## src/rtl/core/keyed_tile_cache_lru_top_macros.svh

```systemverilog
// Assertion macros for the keyed tile cache.
`ifndef KEYED_TILE_CACHE_LRU_TOP_MACROS_SVH
`define KEYED_TILE_CACHE_LRU_TOP_MACROS_SVH
`ifndef NO_ASSERTIONS
`define KTC_ASSERT_IMPL(lbl, a, c) \
	lbl: assert property (@(posedge clk) disable iff (!arst_n) (a) |-> (c)) \
		else $error("ktc assertion failed");
`define KTC_ASSERT_NEXT(lbl, a, c) \
	lbl: assert property (@(posedge clk) disable iff (!arst_n) (a) |=> (c)) \
		else $error("ktc assertion failed");
`else
`define KTC_ASSERT_IMPL(lbl, a, c)
`define KTC_ASSERT_NEXT(lbl, a, c)
`endif
`endif

```

## src/rtl/core/ktc_pkg.sv

```systemverilog
// Shared constants and types of the keyed tile cache.
package ktc_pkg;
	localparam int ENTRIES = 64;
	localparam int IDX_W = $clog2(ENTRIES);
	localparam int CNT_W = $clog2(ENTRIES + 1);
	localparam int CAP_W = 7;
	localparam int CMP_W = (CNT_W > CAP_W) ? CNT_W : CAP_W;
	localparam int KEY_W = 53;
	localparam int HND_W = 16;
	localparam int STAMP_W = 32;
	localparam logic [CAP_W-1:0] CAP_RESET = 7'd40;
	localparam logic FN_LOOKUP = 1'b0;
	localparam logic FN_FILL = 1'b1;

	// running record handed from cell to cell during a sweep
	typedef struct packed {
		logic found;
		logic [IDX_W-1:0] found_idx;
		logic [HND_W-1:0] found_handle;
		logic have_old;
		logic [IDX_W-1:0] old_idx;
		logic [STAMP_W-1:0] best_age;
		logic [HND_W-1:0] old_handle;
		logic [CNT_W-1:0] used;
		logic have_free;
		logic [IDX_W-1:0] free_idx;
	} rec_t;

	// update command broadcast to all cells
	typedef struct packed {
		logic clr_en;
		logic [IDX_W-1:0] clr_idx;
		logic wr_en;
		logic [IDX_W-1:0] wr_idx;
		logic wr_new;
		logic wr_handle;
		logic [KEY_W-1:0] key;
		logic [HND_W-1:0] handle;
		logic [STAMP_W-1:0] stamp;
	} cmd_t;
endpackage

```

## src/rtl/core/ktc_cell.sv

```systemverilog
// One cache entry cell: holds an entry and folds it into the passing sweep record.
module ktc_cell (
	input logic clk,
	input logic arst_n,
	input logic [ktc_pkg::IDX_W-1:0] idx,
	input logic step_in,
	input ktc_pkg::rec_t rec_in,
	input logic [ktc_pkg::KEY_W-1:0] key,
	input logic [ktc_pkg::STAMP_W-1:0] now,
	input ktc_pkg::cmd_t cmd,
	output logic step_out,
	output ktc_pkg::rec_t rec_out
);
	logic valid_q;
	logic [ktc_pkg::KEY_W-1:0] key_q;
	logic [ktc_pkg::HND_W-1:0] handle_q;
	logic [ktc_pkg::STAMP_W-1:0] stamp_q;
	logic [ktc_pkg::STAMP_W-1:0] age;
	logic match;
	ktc_pkg::rec_t rec_nx;
	logic step_q;
	ktc_pkg::rec_t rec_q;

	assign age = now - stamp_q;
	assign match = valid_q && (key_q == key);

	// fold this entry into the record
	always_comb begin
		rec_nx = rec_in;
		if (match && !rec_in.found) begin
			rec_nx.found = 1'b1;
			rec_nx.found_idx = idx;
			rec_nx.found_handle = handle_q;
		end
		rec_nx.used = rec_in.used + ktc_pkg::CNT_W'(valid_q);
		if (valid_q && (!rec_in.have_old || age > rec_in.best_age)) begin
			rec_nx.have_old = 1'b1;
			rec_nx.old_idx = idx;
			rec_nx.best_age = age;
			rec_nx.old_handle = handle_q;
		end
		if (!valid_q && !rec_in.have_free) begin
			rec_nx.have_free = 1'b1;
			rec_nx.free_idx = idx;
		end
	end

	// advance the sweep token, hold the record between sweeps
	always_ff @(posedge clk or negedge arst_n) begin
		if (!arst_n) begin
			step_q <= 1'b0;
		end else begin
			step_q <= step_in;
		end
	end

	always_ff @(posedge clk) begin
		if (step_in) begin
			rec_q <= rec_nx;
		end
	end

	// apply clear and write commands; a write wins over a clear
	always_ff @(posedge clk or negedge arst_n) begin
		if (!arst_n) begin
			valid_q <= 1'b0;
		end else begin
			if (cmd.clr_en && cmd.clr_idx == idx) begin
				valid_q <= 1'b0;
			end
			if (cmd.wr_en && cmd.wr_idx == idx && cmd.wr_new) begin
				valid_q <= 1'b1;
			end
		end
	end

	always_ff @(posedge clk) begin
		if (cmd.wr_en && cmd.wr_idx == idx) begin
			stamp_q <= cmd.stamp;
			if (cmd.wr_new) begin
				key_q <= cmd.key;
			end
			if (cmd.wr_handle) begin
				handle_q <= cmd.handle;
			end
		end
	end

	assign step_out = step_q;
	assign rec_out = rec_q;
endmodule

```

## config.mk

```make
export PLATFORM = sky130hd
export DESIGN_NAME = ktc_cell
export DESIGN_NICKNAME = d
export VERILOG_FILES = /design/src/rtl/core/keyed_tile_cache_lru_top_macros.svh /design/src/rtl/core/ktc_pkg.sv /design/src/rtl/core/ktc_cell.sv
export SDC_FILE = /design/constraint.sdc
export NUM_CORES = 1
export LEC_CHECK = 0
export BUFFER_PORTS_ARGS = -buffer_cell sky130_fd_sc_hd__buf_2
export CAP_MARGIN = 25
export CORE_AREA = 5 5 150 152
export CTS_BUF_LIST = sky130_fd_sc_hd__clkbuf_16
export DETAILED_ROUTE_END_ITERATION = 12
export DIE_AREA = 0 0 155 157
export PLACE_DENSITY_LB_ADDON = 0.08
export SLEW_MARGIN = 20
export SYNTH_ARGS = -nofsm -noshare
export SYNTH_HDL_FRONTEND = slang
export SYNTH_SLANG_ARGS = --single-unit
export TNS_END_PERCENT = 20
```

## constraint.sdc

```tcl
create_clock -name clk -period 11.9 [get_ports clk]
set_clock_uncertainty 0.2 [all_clocks]
set_input_delay 2.38 -clock clk [delete_from_list [all_inputs] [get_ports clk]]
set_output_delay 2.38 -clock clk [all_outputs]
set_load 0.1 [all_outputs]
```

# After elaboration in Yosys (flattened, before gate mapping)

Index checks and enable logic that the tools add are counted.

Flip-flop bits (word level): 195
Bits in latches: 0
Bits in writable memories: 0
ROM bits: 0
Bits of input ports: 303
Output and inout port bits: 93
Word-level logic and storage cells: 41
Memories kept: 0

$add $sub $neg: 2
$mul: 0
Div/mod/pow operators: 0
Magnitude comparators: 1
Equality and inequality tests: 3
Shift-type cells: 0
Multiplexer cells: 5
Bitwise logic cells: 0
Reduce and logical (&&, ||, !) cells: 15

Operators by type and width:

| kind              | count |
|---|---|
| $mux 54           | 1 |
| $eq 53x53->1      | 1 |
| $gt 32x32->1      | 1 |
| $sub 32x32->32    | 1 |
| $mux 22           | 1 |
| $eq 6x6->1        | 2 |
| $add 7x1->7       | 1 |
| $logic_and 1x1->1 | 7 |
| $mux 6            | 1 |
| $logic_not 1->1   | 4 |
| $reduce_and 2->1  | 2 |
| $mux 1            | 2 |
| $reduce_bool 2->1 | 1 |
| $logic_or 1x1->1  | 1 |

# Logic depth before layout (Yosys ltp)

Depth after elaboration: 5
Gate-level depth with buffers: 23
Gate-level depth less buffers: 21

# Least setup slack after synthesis

Ideal clock, no wire load.

Path kind: input to register
From: in idx[2] in the netlist's numbering
To: reg key_q[0] in the netlist's numbering (enable)
Library setup time: 0.416 ns
Arrival time: 7.370 ns
Setup slack: 3.914 ns
Stages: 3
Path buffers: 0
Path through: xor2_1 > nor4_1 > and2_1

Word-level cells in the longest chain between the ends: 3

Ends and longest elaborated chain:

| what                       | line           | RTL |
|---|---|---|
| start, declared            | ktc_cell.sv:5  | `input logic [ktc_pkg::IDX_W-1:0] idx,` |
| $eq 6x6->1                 | ktc_cell.sv:78 | `if (cmd.wr_en && cmd.wr_idx == idx) begin` |
| $logic_and 1x1->1          | ktc_cell.sv:78 |  |
| $reduce_and 2->1 (no line) | --             |  |
| end signal, assigned       | ktc_cell.sv:81 | `key_q <= cmd.key;` |
| end, declared              | ktc_cell.sv:15 | `logic [ktc_pkg::KEY_W-1:0] key_q;` |

Every way passes these cells.
A chain may end at the register's enable or synchronous reset.

==> impl_metrics.py <==
metrics = {
    "logic_synthesis": {
        "ys_seq_elements": 195,
        "synth.avg_cell_area_sq_um": 11.9,
        "synthCells": 880,
        "synthArstFlopShare_pct": 1.03,
        "ys.flop_type": "edfxtp_1",
        "ys_warn_count": 0,
        "synth_edf_count": 193,
        "yosys.area.top_type_share_pct": 55.1,
        "synthMostInstantiatedCell": "edfxtp_1",
        "synth_area_sq_um": 10500,
        "synth-seq-area-share_pct": 55.6,
        "netlist-cell-type-count": 65,
        "synth_top_cell_by_area": "edfxtp_1",
        "synth.area.top_cells": "edfxtp_1 55%, ha_1 7.7%, xnor2_1 4.5%",
        "synth_nets": 1249,
        "yosys-top-cells-count": "193 x edfxtp_1, 119 x nand2_1, 95 x inv_1",
    },
    "placement": {
        "hpwl_mm": 24.2,
        "dp.cells": 1537,
        "portBuffers": 395,
        "place_congestion": 0.858,
        "post_dp_cell_area_sq_um": 12800,
    },
    "die": {
        "die_w_um": 155,
        "initial_core_util_pct": 50.3,
        "core_area_sq_um": 20900,
        "dieHeight_um": 157,
        "rows": 53,
        "die-area_sq_um": 24300,
        "ioPinCount": 396,
    },
    "min_path": {
        "hp-class": "flip-flop to flip-flop",
    },
    "clock_tree": {
        "cts_tree": "yes",
        "holdBufCountCts": 0,
        "clkSinkCount": 195,
        "post_cts_resized": 0,
        "root_buffer": "clkbuf_16",
        "worstSkewPairLatency_ns": 0.43,
        "post_cts_buffers": 0,
        "cts_buffer_depth": 2,
        "clk_pin_slew_worst_paths_ns": 0.07,
        "cts_buffers": 17,
        "cts_htree_levels": 4,
    },
    "job": {
        "maxCapViolations": 0,
    },
    "worst_setup_path": {
        "path_class": "input pin to flip-flop",
        "arrival_ns": 7.43,
        "setup.worst_path.end_class": "flip-flop",
        "worst_setup_path_start_kind": "input pin",
        "path_max_fanout": 39,
        "cp.required_ns": 11.88,
    },
    "cells_and_area": {
        "regArea_sq_um": 5850,
        "fill_cells": 1733,
        "stdcell_count": 1575,
        "final_util_pct": 64.1,
        "multi_input_area_sq_um": 4230,
        "fin_area_sq_um": 13400,
        "area_growth_pct": 27.4,
        "drive_above_1_share_pct": 37.5,
        "fin_nets": 1650,
    },
    "power_and_ir_drop": {
        "cellLeakagePower_uw": 0.00612,
        "power_density_nw_per_um2": 152,
        "vdd_drop_max_mv": 0.105,
    },
    "route": {
        "routed_wl_mm": 30.4,
        "antenna_left": 0,
        "drtPass1Iterations": 5,
        "vias": 8249,
        "drc": 0,
        "vias_per_cell": 5.24,
        "wl_per_cell_um": 19.3,
        "drt_iter0_drc": 459,
    },
    "sta": {
        "max_freq_mhz": 134,
        "fin_crit_ns": 7.44,
        "setup_viol": 0,
        "slew_headroom_pct": 39.6,
        "tightestPinTransition_ns": 0.905,
        "hold_viol": 0,
        "rsz0062_at_grt": "no",
        "period_share_pct": 62.5,
        "whs_ns": 0.343,
        "drv_slew": 0,
        "setup_tns_ns": 0,
    },
    "global_routing": {
        "grt_max_degree": 55,
        "grt_pass1_vias": 8145,
        "grt_overflow": 0,
        "antenna_found_initial": 10,
        "gr-usage-all-layers_pct": 24.1,
        "grt_first_pass_wirelength_mm": 44.9,
    },
    "run_status": {
        "status": "finished, final reports clean",
    },
}
==> cell families (layout without fill, tap and decap cells) <==
| logic type | Yosys count | after routing | share of synthesized area (%) |
|---|---|---|---|
| AO/OA/AOI/OAI | 170 | 170 | 11.3 |
| flip-flops | 195 | 195 | 55.6 |
| XOR/XNOR | 76 | 76 | 6.41 |
| other | 0 | 6 | 0 |
| buffers and inverters | 113 | 527 | 4.31 |
| adder cells (fa/ha/maj) | 66 | 66 | 7.93 |
| multiplexers | 38 | 38 | 4.77 |
| AND/OR/NAND/NOR | 222 | 222 | 9.64 |
==> worst paths after layout <==
kind,startpoint,slack (ns),end,cells after the start
worst max-delay path,now[0],4.46,rec_out[42],22
worst min-delay path,handle_q[0],0.34,rec_out[14],2
worst max register to register,stamp_q[0],6.24,rec_out[42],20
worst min register to register,handle_q[0],0.34,rec_out[14],2
max in group asynchronous,arst_n,9.87,valid_q,1
min in group asynchronous,arst_n,1.53,step_out,1
==> area by class of cell <==
type,count,area share (%)
Sequential cell,195,43.7
Multi-Input combinational cell,572,31.6
Timing Repair Buffer,400,15.1
Clock buffer,17,3.18
Inverter,95,2.66
Tap cell,275,2.57
Clock inverter,15,1.21
Antenna cell,6,0.112
==> power by group <==
group / total (uW) / switching, uW / leakage [uW] / internal, uW
clock: 561 / 280 / 0.000284 / 281
sequential: 832 / 15.9 / 0.00183 / 816
combinational: 638 / 479 / 0.00400 / 159
total: 2030 / 775 / 0.00612 / 1260
==> cells in the final DEF, fill, tap and decap left out, types with 8 or more instances in the layout <==
cell type    n
a21o_1      24
a21oi_1     35
and3_1       8
buf_2      394
clkbuf_16   17
edfxtp_1   193
ha_1        65
inv_1       95
mux2_2      14
mux2_4      20
nand2_1    119
nand3_1     11
nand4_1     19
nor2_1      28
nor2b_1      8
o21ai_0     33
xnor2_1     54
xor2_1      21
==> worst max-delay path, stage by stage <==
cell and delay [ns]:
buf_2 0.10, inv_1 0.05, ha_1 0.17, inv_1 0.06
fa_1 0.39, a21oi_1 0.20, o21ai_1 0.11, a211oi_1 0.25
nor2_1 0.14, o211ai_1 0.33, a21oi_1 0.14, nor4_1 0.27
nor2_1 0.09, ha_1 0.31, nand4_1 0.08, nor3_1 0.31
nand4_1 0.22, inv_1 0.09, o31ai_1 0.12, a21oi_4 0.68
buf_4 0.51, mux2_2 0.38
==> sequential cells by signal (all words and copies together), names as in the netlist <==
signal    flops
rec_out      92
key_q        53
stamp_q      32
handle_q     16
step_out      1
valid_q       1
==> per-stage QoR <==
step | total power [uW] | setup WS [ns]
detailed placement | 1480 | 4.03
CTS | 2050 | 4.47
global placement | 1480 | 4.24
global route | 2120 | 3.96
floorplan | 1330 | 3.91
finish | 2030 | 4.46
==> layer usage <==
| metal | part of all wire (%) | track usage [%] | vias up |
|---|---|---|---|
| met5 | 0.23 | 0 | - |
| met4 | 2.6 | 8.16 | 12 |
| met3 | 6.9 | 5.94 | 56 |
| met2 | 51 | 41.8 | 301 |
| met1 | 40 | 29.7 | 3864 |
| li1 | - | - | 4016 |
Note: power is estimated with default switching activity, not from simulation.
